[src/hdl/modbus_tcp_write_request_framer_unit_assert.svh]
// Assertion macros for the Modbus TCP write request framer.
`ifndef MODBUS_TCP_WRITE_REQUEST_FRAMER_UNIT_ASSERT_SVH
`define MODBUS_TCP_WRITE_REQUEST_FRAMER_UNIT_ASSERT_SVH
`ifndef SYNTH
// Checks that ante implies cons in the same cycle.
`define MTWF_ASSERT_NOW(lbl, ante, cons, msg) \
    lbl: assert property (@(posedge i_clk) disable iff (!i_rst_n) (ante) |-> (cons)) \
        else $error(msg);
// Checks that ante implies cons in the next cycle.
`define MTWF_ASSERT_NEXT(lbl, ante, cons, msg) \
    lbl: assert property (@(posedge i_clk) disable iff (!i_rst_n) (ante) |=> (cons)) \
        else $error(msg);
`else
`define MTWF_ASSERT_NOW(lbl, ante, cons, msg)
`define MTWF_ASSERT_NEXT(lbl, ante, cons, msg)
`endif
`endif

[src/hdl/mtwf_pkg.sv]
// Types and constants shared by the Modbus TCP write request framer.
package mtwf_pkg;

    localparam logic [1:0] CFG_UNIT_ADDRESS  = 2'd0;
    localparam logic [1:0] CFG_FIRST_ADDRESS = 2'd1;
    localparam logic [1:0] CFG_COIL_MODE     = 2'd2;
    localparam logic [1:0] CFG_VALUE_COUNT   = 2'd3;

    localparam logic [7:0]  FC_WRITE_COILS = 8'h0F;
    localparam logic [7:0]  FC_WRITE_REGS  = 8'h10;
    localparam logic [15:0] TRANSACTION_ID = 16'h0001;
    localparam logic [15:0] PROTOCOL_ID    = 16'h0000;
    localparam logic [8:0]  MBAP_LEN_BASE  = 9'd7;
    localparam logic [3:0]  HEADER_BYTES   = 4'd13;

    typedef struct packed {
        logic [7:0]  unit_address;
        logic [15:0] first_address;
        logic        coil_mode;
        logic [6:0]  value_count;
    } t_cfg;

    // One queued job: an optional header followed by zero to two data bytes.
    typedef struct packed {
        logic        hdr;
        logic        coil_mode;
        logic [7:0]  unit_address;
        logic [15:0] first_address;
        logic [6:0]  count;
        logic [7:0]  data_bytes;
        logic [7:0]  b0;
        logic [7:0]  b1;
        logic [1:0]  ndata;
        logic        last;
    } t_entry;

    typedef struct packed {
        logic full;
        logic empty;
    } t_fifo_status;

endpackage

[src/hdl/mtwf_in_if.sv]
// Input channel: one value word per handshake.
interface mtwf_in_if;
    logic        valid;
    logic        ready;
    logic [15:0] value;

    modport source (output valid, output value, input ready);
    modport sink (input valid, input value, output ready);
endinterface

[src/hdl/mtwf_out_if.sv]
// Output channel: one frame byte word per handshake.
interface mtwf_out_if;
    logic       valid;
    logic       ready;
    logic [7:0] frame_byte;
    logic       frame_end;

    modport source (output valid, output frame_byte, output frame_end, input ready);
    modport sink (input valid, input frame_byte, input frame_end, output ready);
endinterface

[src/hdl/mtwf_front.sv]
// Front end: accepts values, tracks the request position and builds queue entries.
module mtwf_front #(
    parameter int MAX_VALUES = 123
) (
    input  logic             i_clk,
    input  logic             i_rst_n,
    input  mtwf_pkg::t_cfg   i_cfg,
    input  logic             i_accept,
    input  logic [15:0]      i_value,
    output logic             o_push,
    output mtwf_pkg::t_entry o_entry
);
    import mtwf_pkg::*;

    localparam logic [6:0] MAX_COUNT = 7'(MAX_VALUES);

    logic [6:0] r_pos, n_pos;
    logic [7:0] r_coil_bits, n_coil_bits;
    logic [6:0] w_count;
    logic [7:0] w_data_bytes;
    logic [2:0] w_bit;
    logic [7:0] w_bits_set;
    logic       w_last;
    logic       w_coil_emit;
    logic       w_hdr;

    always_comb begin
        priority if (i_cfg.value_count == 7'd0) begin
            w_count = 7'd1;
        end else if (i_cfg.value_count > MAX_COUNT) begin
            w_count = MAX_COUNT;
        end else begin
            w_count = i_cfg.value_count;
        end
    end

    assign w_data_bytes = i_cfg.coil_mode ? 8'((8'(w_count) + 8'd7) >> 3)
                                          : {w_count, 1'b0};
    assign w_last      = (8'(r_pos) + 8'd1) >= 8'(w_count);
    assign w_hdr       = (r_pos == 7'd0);
    assign w_bit       = r_pos[2:0];
    assign w_bits_set  = r_coil_bits | ((i_value != 16'd0) ? (8'd1 << w_bit) : 8'd0);
    assign w_coil_emit = (w_bit == 3'd7) || w_last;

    always_comb begin
        o_entry.hdr           = w_hdr;
        o_entry.coil_mode     = i_cfg.coil_mode;
        o_entry.unit_address  = i_cfg.unit_address;
        o_entry.first_address = i_cfg.first_address;
        o_entry.count         = w_count;
        o_entry.data_bytes    = w_data_bytes;
        o_entry.b0            = i_cfg.coil_mode ? w_bits_set : i_value[15:8];
        o_entry.b1            = i_value[7:0];
        o_entry.last          = w_last;
        if (!i_cfg.coil_mode) begin
            o_entry.ndata = 2'd2;
        end else if (w_coil_emit) begin
            o_entry.ndata = 2'd1;
        end else begin
            o_entry.ndata = 2'd0;
        end
    end

    // A coil value that completes no byte and carries no header is dropped here.
    assign o_push = i_accept && (w_hdr || (o_entry.ndata != 2'd0));

    always_comb begin
        n_pos       = r_pos;
        n_coil_bits = r_coil_bits;
        if (i_accept) begin
            n_pos = w_last ? 7'd0 : r_pos + 7'd1;
            if (w_last || !i_cfg.coil_mode || w_coil_emit) begin
                n_coil_bits = 8'd0;
            end else begin
                n_coil_bits = w_bits_set;
            end
        end
    end

    always_ff @(posedge i_clk) begin
        if (!i_rst_n) begin
            r_pos       <= 7'd0;
            r_coil_bits <= 8'd0;
        end else begin
            r_pos       <= n_pos;
            r_coil_bits <= n_coil_bits;
        end
    end
endmodule

[src/hdl/mtwf_fifo.sv]
// Two-entry queue between the front end and the byte emitter.
module mtwf_fifo (
    input  logic                   i_clk,
    input  logic                   i_rst_n,
    input  logic                   i_push,
    input  mtwf_pkg::t_entry       i_entry,
    input  logic                   i_pop,
    output mtwf_pkg::t_entry       o_head,
    output mtwf_pkg::t_fifo_status o_status
);
    import mtwf_pkg::*;

    t_entry     r_mem [2];
    logic       r_wp, n_wp;
    logic       r_rp, n_rp;
    logic [1:0] r_cnt, n_cnt;

    assign o_head         = r_mem[r_rp];
    assign o_status.full  = (r_cnt == 2'd2);
    assign o_status.empty = (r_cnt == 2'd0);

    always_comb begin
        n_wp  = i_push ? ~r_wp : r_wp;
        n_rp  = i_pop ? ~r_rp : r_rp;
        n_cnt = r_cnt + 2'(i_push) - 2'(i_pop);
    end

    always_ff @(posedge i_clk) begin
        if (i_push) begin
            r_mem[r_wp] <= i_entry;
        end
    end

    always_ff @(posedge i_clk) begin
        if (!i_rst_n) begin
            r_wp  <= 1'b0;
            r_rp  <= 1'b0;
            r_cnt <= 2'd0;
        end else begin
            r_wp  <= n_wp;
            r_rp  <= n_rp;
            r_cnt <= n_cnt;
        end
    end
endmodule

[src/hdl/mtwf_back.sv]
// Back end: walks the head entry into the output register one byte per cycle while the receiver takes bytes.
module mtwf_back (
    input  logic             i_clk,
    input  logic             i_rst_n,
    input  mtwf_pkg::t_entry i_head,
    input  logic             i_head_valid,
    output logic             o_pop,
    mtwf_out_if.source       o_frame
);
    import mtwf_pkg::*;

    logic [3:0] r_idx, n_idx;
    logic       r_valid, n_valid;
    logic [7:0] r_byte, n_byte;
    logic       r_end, n_end;
    logic [3:0] w_abs;
    logic [3:0] w_final;
    logic [8:0] w_len;
    logic [7:0] w_sel;
    logic       w_load;

    // Entries without a header start at the first data byte position.
    assign w_abs   = r_idx + (i_head.hdr ? 4'd0 : HEADER_BYTES);
    assign w_final = HEADER_BYTES - 4'd1 + 4'(i_head.ndata);
    assign w_len   = MBAP_LEN_BASE + 9'(i_head.data_bytes);
    assign w_load  = i_head_valid && (!r_valid || o_frame.ready);
    assign o_pop   = w_load && (w_abs == w_final);

    always_comb begin
        unique case (w_abs)
            4'd0:    w_sel = TRANSACTION_ID[15:8];
            4'd1:    w_sel = TRANSACTION_ID[7:0];
            4'd2:    w_sel = PROTOCOL_ID[15:8];
            4'd3:    w_sel = PROTOCOL_ID[7:0];
            4'd4:    w_sel = 8'(w_len >> 8);
            4'd5:    w_sel = w_len[7:0];
            4'd6:    w_sel = i_head.unit_address;
            4'd7:    w_sel = i_head.coil_mode ? FC_WRITE_COILS : FC_WRITE_REGS;
            4'd8:    w_sel = i_head.first_address[15:8];
            4'd9:    w_sel = i_head.first_address[7:0];
            4'd10:   w_sel = 8'd0;
            4'd11:   w_sel = {1'b0, i_head.count};
            4'd12:   w_sel = i_head.data_bytes;
            4'd13:   w_sel = i_head.b0;
            4'd14:   w_sel = i_head.b1;
            default: w_sel = 8'd0;
        endcase
    end

    always_comb begin
        n_idx   = r_idx;
        n_valid = r_valid;
        n_byte  = r_byte;
        n_end   = r_end;
        if (o_frame.ready) begin
            n_valid = 1'b0;
        end
        if (w_load) begin
            n_valid = 1'b1;
            n_byte  = w_sel;
            n_end   = o_pop && i_head.last && (i_head.ndata != 2'd0);
            n_idx   = o_pop ? 4'd0 : r_idx + 4'd1;
        end
    end

    always_ff @(posedge i_clk) begin
        if (!i_rst_n) begin
            r_idx   <= 4'd0;
            r_valid <= 1'b0;
        end else begin
            r_idx   <= n_idx;
            r_valid <= n_valid;
        end
    end

    always_ff @(posedge i_clk) begin
        r_byte <= n_byte;
        r_end  <= n_end;
    end

    assign o_frame.valid      = r_valid;
    assign o_frame.frame_byte = r_byte;
    assign o_frame.frame_end  = r_end;
endmodule

[src/hdl/modbus_tcp_write_request_framer_unit.sv]
// Top level of the Modbus TCP write multiple coils / registers request framer.
//
// Values enter on i_value_if, one 16-bit word per handshake; request bytes leave
// on o_frame_if, one byte per word, with frame_end set on the last byte.
// Configuration is written through i_cfg_we / i_cfg_idx / i_cfg_data, index 0
// unit address, 1 first address, 2 coil mode, 3 count; the user must write it
// only while the block is idle, which the block itself does not enforce.
// The first value of a request produces the 13-byte MBAP and PDU header before
// its data. A register value gives two bytes; a coil value gives one byte after
// every eighth value or after the last one, and otherwise nothing.
// With the queue empty, an accepted value is written into the queue and its
// first byte then passes to the output register. The output emits one byte per
// cycle while the receiver is ready; the header adds 13 bytes at request start.
// A two-entry queue parts the value intake from the byte emitter, so values
// keep coming in while bytes of earlier ones are still going out.
// When the receiver stalls, the output register holds its byte, the queue
// fills and then the input ready drops. Reset clears the queue, the request
// position and gathered coil bits, and restores the configuration defaults.
module modbus_tcp_write_request_framer_unit #(
    parameter int MAX_VALUES = 123
) (
    input  logic        i_clk,
    input  logic        i_rst_n,
    input  logic        i_cfg_we,
    input  logic [1:0]  i_cfg_idx,
    input  logic [15:0] i_cfg_data,
    mtwf_in_if.sink     i_value_if,
    mtwf_out_if.source  o_frame_if
);
    import mtwf_pkg::*;

    `include "modbus_tcp_write_request_framer_unit_assert.svh"

    t_cfg         r_cfg, n_cfg;
    t_entry       w_entry;
    t_entry       w_head;
    t_fifo_status w_fifo_status;
    logic         w_accept;
    logic         w_push;
    logic         w_pop;

    always_comb begin
        n_cfg = r_cfg;
        if (i_cfg_we) begin
            unique case (i_cfg_idx)
                CFG_UNIT_ADDRESS:  n_cfg.unit_address  = i_cfg_data[7:0];
                CFG_FIRST_ADDRESS: n_cfg.first_address = i_cfg_data;
                CFG_COIL_MODE:     n_cfg.coil_mode     = i_cfg_data[0];
                CFG_VALUE_COUNT:   n_cfg.value_count   = i_cfg_data[6:0];
                default:           n_cfg = r_cfg;
            endcase
        end
    end

    always_ff @(posedge i_clk) begin
        if (!i_rst_n) begin
            r_cfg.unit_address  <= 8'd1;
            r_cfg.first_address <= 16'd0;
            r_cfg.coil_mode     <= 1'b0;
            r_cfg.value_count   <= 7'd1;
        end else begin
            r_cfg <= n_cfg;
        end
    end

    assign i_value_if.ready = !w_fifo_status.full;
    assign w_accept         = i_value_if.valid && !w_fifo_status.full;

    mtwf_front #(
        .MAX_VALUES (MAX_VALUES)
    ) u_front (
        .i_clk   (i_clk),
        .i_rst_n (i_rst_n),
        .i_cfg   (r_cfg),
        .i_accept(w_accept),
        .i_value (i_value_if.value),
        .o_push  (w_push),
        .o_entry (w_entry)
    );

    mtwf_fifo u_fifo (
        .i_clk   (i_clk),
        .i_rst_n (i_rst_n),
        .i_push  (w_push),
        .i_entry (w_entry),
        .i_pop   (w_pop),
        .o_head  (w_head),
        .o_status(w_fifo_status)
    );

    mtwf_back u_back (
        .i_clk       (i_clk),
        .i_rst_n     (i_rst_n),
        .i_head      (w_head),
        .i_head_valid(!w_fifo_status.empty),
        .o_pop       (w_pop),
        .o_frame     (o_frame_if)
    );

    `MTWF_ASSERT_NOW(a_no_overflow, w_push, !w_fifo_status.full, "queue push while full")
    `MTWF_ASSERT_NOW(a_no_underflow, w_pop, !w_fifo_status.empty, "queue pop while empty")
    `MTWF_ASSERT_NOW(a_header_queued, w_accept && w_entry.hdr, w_push, "request start not queued")
    `MTWF_ASSERT_NEXT(a_pop_shows_byte, w_pop, o_frame_if.valid, "popped entry left no byte")
endmodule

[src/flat_wrapper.sv]
// flat-port wrapper written by rule: the top's interface ports become plain ports
module modbus_tcp_write_request_framer_unit_flat import mtwf_pkg::*;
#(
    parameter int MAX_VALUES = 123
)
  (i_clk, i_rst_n, i_cfg_we, i_cfg_idx, i_cfg_data, i_value_if_valid, i_value_if_value, i_value_if_ready, o_frame_if_valid, o_frame_if_frame_byte, o_frame_if_frame_end, o_frame_if_ready);
  mtwf_in_if i_value_if_i ();
  mtwf_out_if o_frame_if_i ();
  input  logic i_clk;
  input  logic i_rst_n;
  input  logic i_cfg_we;
  input  logic [1:0] i_cfg_idx;
  input  logic [15:0] i_cfg_data;
  input wire logic [$bits(i_value_if_i.valid)-1:0] i_value_if_valid;
  input wire logic [$bits(i_value_if_i.value)-1:0] i_value_if_value;
  output wire logic [$bits(i_value_if_i.ready)-1:0] i_value_if_ready;
  output wire logic [$bits(o_frame_if_i.valid)-1:0] o_frame_if_valid;
  output wire logic [$bits(o_frame_if_i.frame_byte)-1:0] o_frame_if_frame_byte;
  output wire logic [$bits(o_frame_if_i.frame_end)-1:0] o_frame_if_frame_end;
  input wire logic [$bits(o_frame_if_i.ready)-1:0] o_frame_if_ready;
  assign i_value_if_i.valid = i_value_if_valid;
  assign i_value_if_i.value = i_value_if_value;
  assign i_value_if_ready = i_value_if_i.ready;
  assign o_frame_if_valid = o_frame_if_i.valid;
  assign o_frame_if_frame_byte = o_frame_if_i.frame_byte;
  assign o_frame_if_frame_end = o_frame_if_i.frame_end;
  assign o_frame_if_i.ready = o_frame_if_ready;
  modbus_tcp_write_request_framer_unit #(.MAX_VALUES(MAX_VALUES)) u_core (.i_clk(i_clk), .i_rst_n(i_rst_n), .i_cfg_we(i_cfg_we), .i_cfg_idx(i_cfg_idx), .i_cfg_data(i_cfg_data), .i_value_if(i_value_if_i), .o_frame_if(o_frame_if_i));
endmodule
[config.mk]
export PLATFORM = sky130hd
export DESIGN_NAME = modbus_tcp_write_request_framer_unit_flat
export DESIGN_NICKNAME = d
export VERILOG_FILES = /design/src/hdl/mtwf_pkg.sv /design/src/hdl/mtwf_in_if.sv /design/src/hdl/mtwf_out_if.sv /design/src/hdl/mtwf_front.sv /design/src/hdl/mtwf_fifo.sv /design/src/hdl/mtwf_back.sv /design/src/hdl/modbus_tcp_write_request_framer_unit.sv /design/src/flat_wrapper.sv
export VERILOG_INCLUDE_DIRS = /design/src /design/src/hdl
export SDC_FILE = /design/constraint.sdc
export NUM_CORES = 1
export LEC_CHECK = 0
export BUFFER_PORTS_ARGS = -buffer_cell sky130_fd_sc_hd__buf_2
export CAP_MARGIN = 20
export CORE_ASPECT_RATIO = 0.75
export CORE_MARGIN = 2
export CORE_UTILIZATION = 30
export CTS_BUF_LIST = sky130_fd_sc_hd__clkbuf_4
export DETAILED_ROUTE_END_ITERATION = 16
export PLACE_DENSITY = 0.52
export REMOVE_ABC_BUFFERS = 1
export SLEW_MARGIN = 20
export SYNTH_ARGS = -nofsm -noshare
export SYNTH_HDL_FRONTEND = slang
export SYNTH_SLANG_ARGS = --single-unit
[constraint.sdc]
create_clock -name i_clk -period 5.9 [get_ports i_clk]
set_input_delay 1.18 -clock i_clk [delete_from_list [all_inputs] [get_ports i_clk]]
set_output_delay 1.18 -clock i_clk [all_outputs]
set_load 0.05 [all_outputs]
# After elaboration in Yosys (flattened, before gate mapping)
# Memory sizes are Yosys's and may differ from the RTL's. A register that Yosys moved wholly into a read port is not among the register bits.
# Index checks and enable logic that the tools add are counted.
# W data, S select, Z words.
[classes]
add_sub_neg = 9
mul = 0
n_div = 0
order_cmp = 2
eq_ne = 17
shift = 1
muxes = 19
bitwise = 3
reduce_logical = 27
[op_table]
columns = ["operator", "count"]
rows = [
  ["$pmux W8 S11", 1],
  ["$mux W8", 4],
  ["$eq A4 B4 Y1 const B", 6],
  ["$mux W7", 3],
  ["$eq A4 B3 Y1 const B", 4],
  ["$reduce_bool A16 Y1", 1],
  ["$logic_not A7 Y1", 2],
  ["$add A3 B8 Y9 const A", 1],
  ["$add A7 B1 Y8 const B", 1],
  ["$add A7 B3 Y8 const B", 1],
  ["$ge A8 B7 Y1", 1],
  ["$mux W4", 2],
  ["$or A8 B8 Y8", 1],
  ["$reduce_and A2 Y1", 4],
  ["$shl A1 B3 Y8 const A", 1],
  ["$add A7 B1 Y7 const B", 1],
  ["$gt A7 B7 Y1 const B", 1],
  ["$mux W1", 7],
  ["$eq A2 B2 Y1 const B", 3],
  ["$logic_and A1 B1 Y1", 6],
  ["$reduce_bool A2 Y1", 3],
  ["$logic_or A1 B1 Y1", 5],
  ["$mux W5", 1],
  ["$add A3 B3 Y4 const A", 1],
  ["12 further kinds", 17],
]
[totals]
reg_bits = 65
latch_bits = 0
ramBits = 120
mem_bits_ro = 0
in_bits = 39
out_inout_bits = 11
elab_cells = 92
mem_count = 1
[memory_table]
columns = ["name", "words", "word_bits", "rd", "rd_clocked_by_memory_dff", "write_ports", "line_no", "source"]
rows = [
  ["u_core.u_fifo.r_mem", 2, 60, 1, 1, 1, "mtwf_fifo.sv:13", "t_entry r_mem [2];"],
]

# Depth between registers and ports, before layout
# Gate-level depths: netlist of the first run.
[depth]
depth_word = 12
ltp_mapped = 14
depth_no_buf = 13

# Hierarchy
# Synthesis of the first run repeated with hierarchy kept, for this count alone.
[hier_totals]
hier_cells = 726
area_unflattened_um2 = 9145.0
[by_module_without_submodules]
columns = ["mod", "instances", "cells_per_inst", "area_each_um2", "seq_area_each_um2"]
rows = [
  ["mtwf_fifo", 1, 208, 4860.9, 3703.6],
  ["mtwf_front", 1, 211, 1572.8, 300.3],
  ["mtwf_back", 1, 179, 1465.2, 370.4],
  ["modbus_tcp_write_request_framer_unit", 1, 128, 1246.2, 640.6],
]

# Worst setup path after synthesis of the first run
# OpenSTA, ideal clock, no wires.
[synth_timing]
path_type = "register to register"
start = "register u_core.r_cfg[3] (netlist name)"
end = "memory u_core.u_fifo.r_mem[0][0] (netlist name), enable pin"
setup_time_ns = 0.485
arrival_ns = 4.882
required_ns = 5.415
path_slack_ns = 0.533
stages_incl_launch_ff = 11
path_buffers = 0
synth_period_minus_slack_ns = 5.367
path_cell_list = "dfxtp_1 inv_1 nor4_1 a221o_1 ha_1 nand2b_1 a21oi_1 o21ai_0 a41oi_2 a31oi_1 nor2b_1"
[synth_lines]
columns = ["element", "line_no", "source"]
rows = [
  ["from (decl)", "modbus_tcp_write_request_framer_unit.sv:34", "t_cfg r_cfg, n_cfg;"],
  ["from (signal assigned)", "modbus_tcp_write_request_framer_unit.sv:62", "r_cfg <= n_cfg;"],
  ["to (decl)", "mtwf_fifo.sv:13", ""],
]

==> qor.log, run 1 <==
[outcome] result of the run complete, no violations
[sta] worst-case setup margin in the final layout 1.86 ns
[setup_path] critical path type flip-flop to flip-flop
[final_layout] synthesis-to-finish area growth 10.6%
[min_path] destination of the worst hold path u_core.u_fifo.r_mem[0][38]$_DFFE_PP_
[placed_design] count of port buffers added during placement 49
[sta] max-slew violation count 0
[run] max-capacitance violation count 0
[power_and_ir_drop] sequential power share 57.2%
[final_layout] final layout net count 785
[grt] largest net degree at the start of global routing 61
[power_and_ir_drop] power dissipated by switching net loads 0.797 mW
[sta] post-route setup TNS 0 ns
[grt] total routing usage reported by global routing 14.5%
[final_layout] fraction of final layout cells with drive strength greater than 1 15.2%
[grt] first-pass GRT wire length 30900 um
[sta] fmax 0.248 GHz
[clocking] CTS clk-pin slew, worst paths 0.15 ns
[routing] wire length after detailed routing 20200 um
[clocking] H-Tree Level Count 4
[routing] count of TritonRoute iterations in the first routing pass 5
[power_and_ir_drop] internal cell power 1.90 mW
[synthesis] number of register bits inferred by synthesis 186
[clocking] buffers from clock root to sink, at most 2
[routing] routed length per placed instance 18.5 um
[final_layout] Filler Cells Inserted 2694
[synthesis] number of warning messages in the yosys log 0
[setup_path] highest cell delay on the worst timing path 0.74 ns
[synthesis] post-synthesis async set-or-reset flop share 0%
[synthesis] Post-synth EDFFs 129
[synthesis] Synth Area in Simple Gates 12.4%
[min_path] type of the most critical hold path flip-flop to flip-flop
[synthesis] share of the synthesized netlist area taken by xor and xnor gates 2.77%
[setup_path] nature of the critical path startpoint flip-flop
[floorplanning] Die Outline Area 28900 um^2
[clocking] clock insertion delay at the later pin of the skew report 0.61 ns
[routing] number of remaining DRC errors 0
[setup_path] Required @ worst endpoint 6.18 ns
[clocking] number of clock sinks 186
[power_and_ir_drop] worst supply voltage drop on vdd 0.123 mV
[setup_path] Max stage delay cell, worst path and2_2
[routing] violation count after the first detailed-routing iteration 435
[clocking] post-cts resize count 0
[floorplanning] die width 196 um
[synthesis] post-synthesis cell count 688
[power_and_ir_drop] clock network power share 26.7%
[setup_path] setup slack, reg-to-reg 1.86 ns
[setup_path] cell breakdown of the critical path inv_1, nor4_1, a221o_1, ha_1, nand2b_1, a21oi_1, o21ai_0, a41oi_2, buf_4, a31oi_1, and2_2, buf_12
[setup_path] worst reg2reg startpoint u_core.r_cfg[3]$_SDFFE_PN0P_
[sta] Final Hold Violating Endpoints 0
[grt] number of global-route vias before repair 4979
[placed_design] gpl congestion 0.812
[routing] vias post-DR 5321
[clocking] TritonCTS Buffers 17
[sta] total of endpoints with negative setup slack in the final report 0
[sta] transition time at the pin with the least slew margin 0.961 ns
[setup_path] endpoint of the worst-slack reg-to-reg timing path u_core.u_fifo.r_mem[1][44]$_DFFE_PP_
[floorplanning] I/O pin count 50
[synthesis] syn_area_per_cell 12.0 um^2
[setup_path] cell count of the worst reg-to-reg path 12
[routing] remaining antenna violation count after routing 0
[synthesis] mapped cell area 8260 um^2
[synthesis] Post-Synth Adder-Cell Area 3.03%
[clocking] # hold bufs at CTS 0
[setup_path] Arr. time, crit path 4.31 ns
[floorplanning] initial core utilization 30.6%
[synthesis] count of distinct cell types in the synthesized netlist 60
[routing] average via count per standard cell 4.88
[synthesis] share of synthesized area occupied by flip-flops and latches 60.7%
[placed_design] Placed Cells 1058
[floorplanning] height of the chip 148 um
[sta] Worst Clk Skew 0.0486 ns
[grt] initial antenna violation count 1
[setup_path] Crit. End Element flip-flop
[clocking] postcts setup bufs 0
[sta] relative slew slack 35.7%
[placed_design] dpl hpwl 14300 um
[clocking] cell at the root of the clock tree clkbuf_4
[floorplanning] placeable core region 27000 um^2
[synthesis] area fraction in compound gates after synthesis 9.24%
[final_layout] Final Instance Count excl. Fillers 1091
[power_and_ir_drop] static leakage 3.17 nW
[clocking] TritonCTS clock tree yes
[setup_path] biggest fanout along the worst timing path 31
[power_and_ir_drop] Switching Fraction 29.5%
[grt] final global-route overflow total 0
[min_path] cell depth of the worst min-delay path 0
[sta] Final Cycle Share 68.5%
[synthesis] dominant register cell in the synthesized netlist edfxtp_1
[floorplanning] number of core rows 52
[power_and_ir_drop] logic gate share of total power 16.1%
[sta] setup repair after global routing missed its margin false
[sta] shortest clock period the worst path allows after layout 4.04 ns
[synthesis] largest family of logic cells by synthesized area simple AND/OR/NAND/NOR gates
[placed_design] worst slack at placement 1.90 ns
[power_and_ir_drop] PwrDens 296 nW/um^2
[min_path] worst min-delay path startpoint u_core.r_cfg[12]$_SDFFE_PN0P_
[synthesis] mux contribution to synthesized area 8.83%
[cell type report]
| cell class | instances | area, um^2 | share of cell area (%) |
|---|---|---|---|
| sequential | 186 | 5020 | 54.9 |
| inverter | 20 | 75.1 | 0.821 |
| multi-input combinational | 445 | 3010 | 32.9 |
| clock inverter | 13 | 140 | 1.53 |
| antenna | 1 | 2.50 | 0.0274 |
| tap | 351 | 439 | 4.81 |
| clock buffer | 19 | 143 | 1.56 |
| timing repair buffer | 56 | 310 | 3.40 |
[how the worst max path moves through the flow]
stage | startpoint | endpoint | slack, ns
global route | u_core.r_cfg[3]$_SDFFE_PN0P_ | u_core.u_fifo.r_mem[1][56]$_DFFE_PP_ | 1.40
floorplan | u_core.r_cfg[3]$_SDFFE_PN0P_ | u_core.u_fifo.r_mem[0][0]$_DFFE_PP_ | 0.35
detailed placement | u_core.r_cfg[3]$_SDFFE_PN0P_ | u_core.u_fifo.r_mem[1][46]$_DFFE_PP_ | 1.90
global placement | u_core.r_cfg[3]$_SDFFE_PN0P_ | u_core.u_fifo.r_mem[1][43]$_DFFE_PP_ | 1.88
CTS | u_core.r_cfg[3]$_SDFFE_PN0P_ | u_core.u_fifo.r_mem[1][49]$_DFFE_PP_ | 1.83
finish | u_core.r_cfg[3]$_SDFFE_PN0P_ | u_core.u_fifo.r_mem[1][44]$_DFFE_PP_ | 1.86
[cells by family (layout without fill, tap and decap cells)]
kind of cell	after synthesis	after routing
multiplexers	66	66
AND/OR/NAND/NOR	222	222
AO/OA/AOI/OAI	115	115
buffers and inverters	57	108
XOR/XNOR	22	22
other	0	1
flip-flops	186	186
adder cells (fa/ha/maj)	20	20
[cells in the mapped netlist (2+ instances only)]
library cell / n / share of area, %
inv_1: 19 / 0.86
and3_1: 4 / 0.30
o221ai_1: 6 / 0.64
o2111ai_1: 2 / 0.21
mux2_2: 5 / 0.68
o21a_1: 2 / 0.18
mux4_2: 4 / 1.1
xnor2_1: 11 / 1.2
nor4_1: 9 / 0.68
or4_1: 3 / 0.27
edfxtp_1: 129 / 47
ha_1: 20 / 3.0
xor2_1: 8 / 0.85
a31oi_1: 7 / 0.53
buf_6: 4 / 0.55
nor3_1: 14 / 0.85
buf_1: 2 / 0.091
or3_1: 3 / 0.23
a221oi_1: 2 / 0.21
mux2i_1: 56 / 6.8
o21ai_0: 13 / 0.79
nor2_1: 53 / 2.4
nand3b_1: 5 / 0.45
clkbuf_1: 24 / 1.1
nand4_1: 4 / 0.30
nor3b_1: 3 / 0.27
a21oi_1: 47 / 2.8
a221o_1: 2 / 0.24
o22ai_1: 11 / 0.83
and2_1: 6 / 0.45
o32ai_1: 2 / 0.21
o21ai_1: 2 / 0.12
dfxtp_1: 57 / 14
nand2_1: 81 / 3.7
nand3_1: 22 / 1.3
buf_2: 7 / 0.42
a211oi_1: 5 / 0.45
nor2b_1: 7 / 0.53
nand2b_1: 6 / 0.45
[worst max-delay path, delay by kind of cell, from the launching register on]
kind,cells,cell delay (ns)
and+or+nand+nor,3,1.36
AOI/OAI and AO/OA,5,1.10
buffers and inverters,3,0.62
DFF,1,0.47
adders and majority gates,1,0.15
[cell usage in the layout, fill, tap and decap left out, drive strengths merged, types with 20 or more instances in the layout]
cell and n:
edfxtp 129, nor2 53, buf 56, dfxtp 57, a21oi 48, nand3 22
inv 28, ha 20, mux2i 57, nand2 81
[state kept, by name, summed over array words and instances, names as in the netlist, named ones only]
signal and flops:
u_core.u_fifo.r_mem 120, u_core.r_cfg 32, u_core.u_back.o_frame.frame_byte 8, u_core.u_front.r_coil_bits 8, u_core.u_front.r_pos 7, u_core.u_back.r_idx 4, u_core.u_fifo.r_cnt 2, u_core.u_back.o_frame.frame_end 1
u_core.u_back.o_frame.valid 1, u_core.u_fifo.r_rp 1, u_core.u_fifo.r_wp 1
[per-layer routing]
metal	up-vias	GRT usage, %	wire (um)
met1	2576	23.4	11100
li1	2617	-	-
met4	0	3.30	138
met5	-	0	0
met2	119	19.3	8010
met3	9	3.31	903
[power by group through the flow]
| stage | clock network [mW] | registers (mW) | logic [mW] |
|---|---|---|---|
| finish | 0.721 | 1.55 | 0.435 |
| global route | 0.797 | 1.56 | 0.477 |
| CTS | 0.748 | 1.55 | 0.437 |
| detailed placement | 0 | 1.58 | 0.436 |
| global placement | 0 | 1.58 | 0.434 |
| floorplan | 0 | 1.62 | 0.235 |
[stage by stage]
stage	hold slack [ns]	power, mW	utilization [%]	instance area (um^2)
6_report	0.470	2.70	33.8	9140
5_1_grt	0.487	2.83	33.8	9140
4_1_cts	0.469	2.73	33.8	9140
3_5_place_dp	0.444	2.01	32.8	8850
3_3_place_gp	0.441	2.01	32.8	8850
2_1_floorplan	0.425	1.85	-	8090
No activity file was read; power rests on OpenSTA's default activity.
==> run 2: changes to the inputs <==
--- a/config.mk
+++ b/config.mk
@@ -13,7 +13,7 @@
 export CORE_UTILIZATION = 30
 export CTS_BUF_LIST = sky130_fd_sc_hd__clkbuf_4
 export DETAILED_ROUTE_END_ITERATION = 16
-export PLACE_DENSITY = 0.52
+export PLACE_DENSITY = 0.54
 export REMOVE_ABC_BUFFERS = 1
 export SLEW_MARGIN = 20
 export SYNTH_ARGS = -nofsm -noshare
==> constraint.sdc (replaced) <==
create_clock -name i_clk -period 3.63 [get_ports i_clk]
set_input_delay 0.726 -clock i_clk [delete_from_list [all_inputs] [get_ports i_clk]]
set_output_delay 0.726 -clock i_clk [all_outputs]
set_load 0.05 [all_outputs]
==> run 2 against run 1 <==
  * Final cell count is 0.92% higher
  * Flip-flop and latch count stayed put
  * Setup slack worse by 1.5 ns
  * Sequential power is 62% higher
  * Clock skew is 0.021 ns lower
  * Fmax is 22% higher
  * Count of clock-buffer cells in the layout stayed put
  * Die area stayed put
  * First-iteration DRC count is 5.5% lower
  * Worst hold slack worse by 0.11 ns
==> qor.log, run 2 (synthesis results as in run 1) <==
[clocking] postcts setup bufs 0 [unchanged]
[placed_design] count of port buffers added during placement 49 [unchanged]
[routing] routed length per placed instance 18.4 um [-0.59%]
[outcome] result of the run complete, no violations
[setup_path] highest cell delay on the worst timing path 0.46 ns [-0.28 ns]
[clocking] number of clock sinks 186 [unchanged]
[sta] max-slew violation count 0 [unchanged]
[min_path] cell depth of the worst min-delay path 1 [+1]
[power_and_ir_drop] worst supply voltage drop on vdd 0.182 mV [+48%]
[sta] post-route setup TNS 0 ns [unchanged]
[sta] Final Hold Violating Endpoints 0 [unchanged]
[final_layout] area of all placed cells without fillers 9220 um^2 [+0.88%]
[floorplanning] die width 196 um [unchanged]
[routing] violation count after the first detailed-routing iteration 411 [-5.5%]
[clocking] H-Tree Level Count 4 [unchanged]
[final_layout] Largest register FFs 120 [unchanged]
[setup_path] cell count of the worst reg-to-reg path 11 [-1]
[clocking] CTS clk-pin slew, worst paths 0.15 ns [about the same]
[sta] Worst Clk Skew 0.0275 ns [-0.0211 ns]
[grt] initial antenna violation count 1 [unchanged]
[final_layout] largest registers in the final layout u_core.u_fifo.r_mem (120), u_core.r_cfg (32)
[sta] hold_ws 0.365 ns [-0.105 ns]
[setup_path] Arr. time, crit path 3.59 ns [-0.72 ns]
[clocking] clock insertion delay at the later pin of the skew report 0.58 ns [-0.03 ns]
[routing] average via count per standard cell 4.89 [+0.36%]
[final_layout] synthesis-to-finish area growth 11.6%
[routing] count of TritonRoute iterations in the first routing pass 5 [unchanged]
[floorplanning] Die Outline Area 28900 um^2 [unchanged]
[run] max-capacitance violation count 0 [unchanged]
[sta] Final Cycle Share 91.3% [+23 points]
[setup_path] Crit. End Element flip-flop
[floorplanning] number of core rows 52 [unchanged]
[floorplanning] placeable core region 27000 um^2 [unchanged]
[routing] vias post-DR 5389 [+1.3%]
[grt] final global-route overflow total 0 [unchanged]
[sta] fmax 0.302 GHz [+22%]
[grt] number of global-route vias before repair 5095 [+2.3%]
[power_and_ir_drop] static leakage 3.22 nW [+1.4%]
[floorplanning] height of the chip 148 um [unchanged]
[sta] shortest clock period the worst path allows after layout 3.31 ns [-0.725 ns]
[routing] wire length after detailed routing 20200 um [+0.32%]
[grt] total routing usage reported by global routing 14.4% [-0.12 points]
[final_layout] final layout net count 795 [+1.3%]
[setup_path] Max stage delay cell, worst path dfxtp_1
[clocking] buffers from clock root to sink, at most 2 [unchanged]
[floorplanning] I/O pin count 50 [unchanged]
[final_layout] most frequent cells in the layout edfxtp_1 (129), nand2_1 (81), mux2i_1 (56), dfxtp_1 (56), nor2_1 (53)
[routing] remaining antenna violation count after routing 0 [unchanged]
[setup_path] cell with the most instances on the worst path a21oi_1
[setup_path] nature of the critical path startpoint flip-flop
[final_layout] most common library cell in the layout ignoring fill and taps edfxtp_1
[placed_design] dpl hpwl 14600 um [+2.1%]
[sta] transition time at the pin with the least slew margin 0.986 ns [+0.0254 ns]
[final_layout] fraction of final layout cells with drive strength greater than 1 16.3% [+1.1 points]
[setup_path] critical path type flip-flop to flip-flop
[power_and_ir_drop] PwrDens 470 nW/um^2 [+59%]
[setup_path] biggest fanout along the worst timing path 31 [unchanged]
[setup_path] Required @ worst endpoint 3.90 ns [-2.28 ns]
[sta] setup repair after global routing missed its margin false
[final_layout] Filler Cells Inserted 2685 [-0.33%]
[routing] number of remaining DRC errors 0 [unchanged]
[placed_design] gpl congestion 0.818 [+0.79%]
[setup_path] cell breakdown of the critical path inv_1, nor4_1, buf_4, a21oi_1, ha_1, a21oi_1, o21ai_0, a41oi_2, a31oi_2, and2_2, buf_12
[sta] relative slew slack 34.3% [-1.4 points]
[clocking] TritonCTS clock tree yes
[final_layout] register with the most flip-flops u_core.u_fifo.r_mem
[clocking] cell at the root of the clock tree clkbuf_4
[placed_design] Area after DPL 8950 um^2 [+1.1%]
[clocking] TritonCTS Buffers 17 [unchanged]
[clocking] # hold bufs at CTS 0 [unchanged]
[floorplanning] initial core utilization 30.6% [unchanged]
[sta] total of endpoints with negative setup slack in the final report 0 [unchanged]
[min_path] type of the most critical hold path primary input to flip-flop
[grt] first-pass GRT wire length 30900 um [about the same]
[final_layout] share of the core filled with cells in the final layout 34.1% [+0.30 points]
[grt] largest net degree at the start of global routing 64 [+4.9%]
[power_and_ir_drop] total power draw 4.33 mW [+60%]
-- run 2: cell types whose count changed in the layout (fill, tap and decap cells not counted), sizes merged --
cell | before | now
buf | 56 | 66
inv | 28 | 26
clkinv | 3 | 6
bufinv | 2 | 1
-- run 2: layout make-up --
class	instances	area, um^2	area share, %
clock inverter	13	114	1.24
clock buffer	19	143	1.55
sequential	186	5020	54.4
multi-input combinational	445	3020	32.7
antenna	1	2.50	0.0271
tap	351	439	4.76
timing repair buffer	66	410	4.45
inverter	20	75.1	0.814
-- run 2: through the flow --
step           setup slack (ns)  cells
6_report                  0.317   1101
4_1_cts                   0.257   1100
3_3_place_gp              0.394   1068
2_1_floorplan             -1.92    651
3_5_place_dp              0.280   1068
5_1_grt                   0.108   1101
-- run 2: final timing paths --
path | from | slack [ns] | to
worst max-delay path | u_core.r_cfg[4]$_SDFFE_PN0P_ | 0.32 | u_core.u_fifo.r_mem[1][32]$_DFFE_PP_
worst min-delay path | i_value_if_value[3] | 0.37 | u_core.u_fifo.r_mem[0][6]$_DFFE_PP_
worst max register to register | u_core.r_cfg[4]$_SDFFE_PN0P_ | 0.32 | u_core.u_fifo.r_mem[1][32]$_DFFE_PP_
worst min register to register | u_core.r_cfg[12]$_SDFFE_PN0P_ | 0.47 | u_core.u_fifo.r_mem[1][38]$_DFFE_PP_
-- run 2: worst max-delay path: cells and delay by family, from the launching register on --
kind,cells,cell delay (ns)
buf+inv,3,0.57
simple gates,2,0.74
flops,1,0.46
compound gates,5,0.92
fa+ha+maj,1,0.31
-- run 2: power breakdown --
group | leakage [nW] | switching [mW] | total (mW) | internal (mW)
clock | 0.149 | 0.726 | 1.09 | 0.363
combinational | 1.38 | 0.501 | 0.733 | 0.232
sequential | 1.69 | 0.0635 | 2.51 | 2.45
total | 3.22 | 1.29 | 4.33 | 3.04
-- run 2: what timing repair did --
item,4_1_cts,5_1_grt
endpoints found under the setup margin,0,9
hold endpoints to repair,0,0
resized for setup,0,1
-- run 2: per-layer routing --
| layer | track usage [%] | part of all wire, % | up-vias |
|---|---|---|---|
| met5 | 0 | 0 | - |
| met4 | 3.18 | 0.83 | 0 |
| li1 | - | - | 2622 |
| met3 | 3.06 | 5.2 | 12 |
| met2 | 19.6 | 40 | 129 |
| met1 | 23.0 | 54 | 2626 |
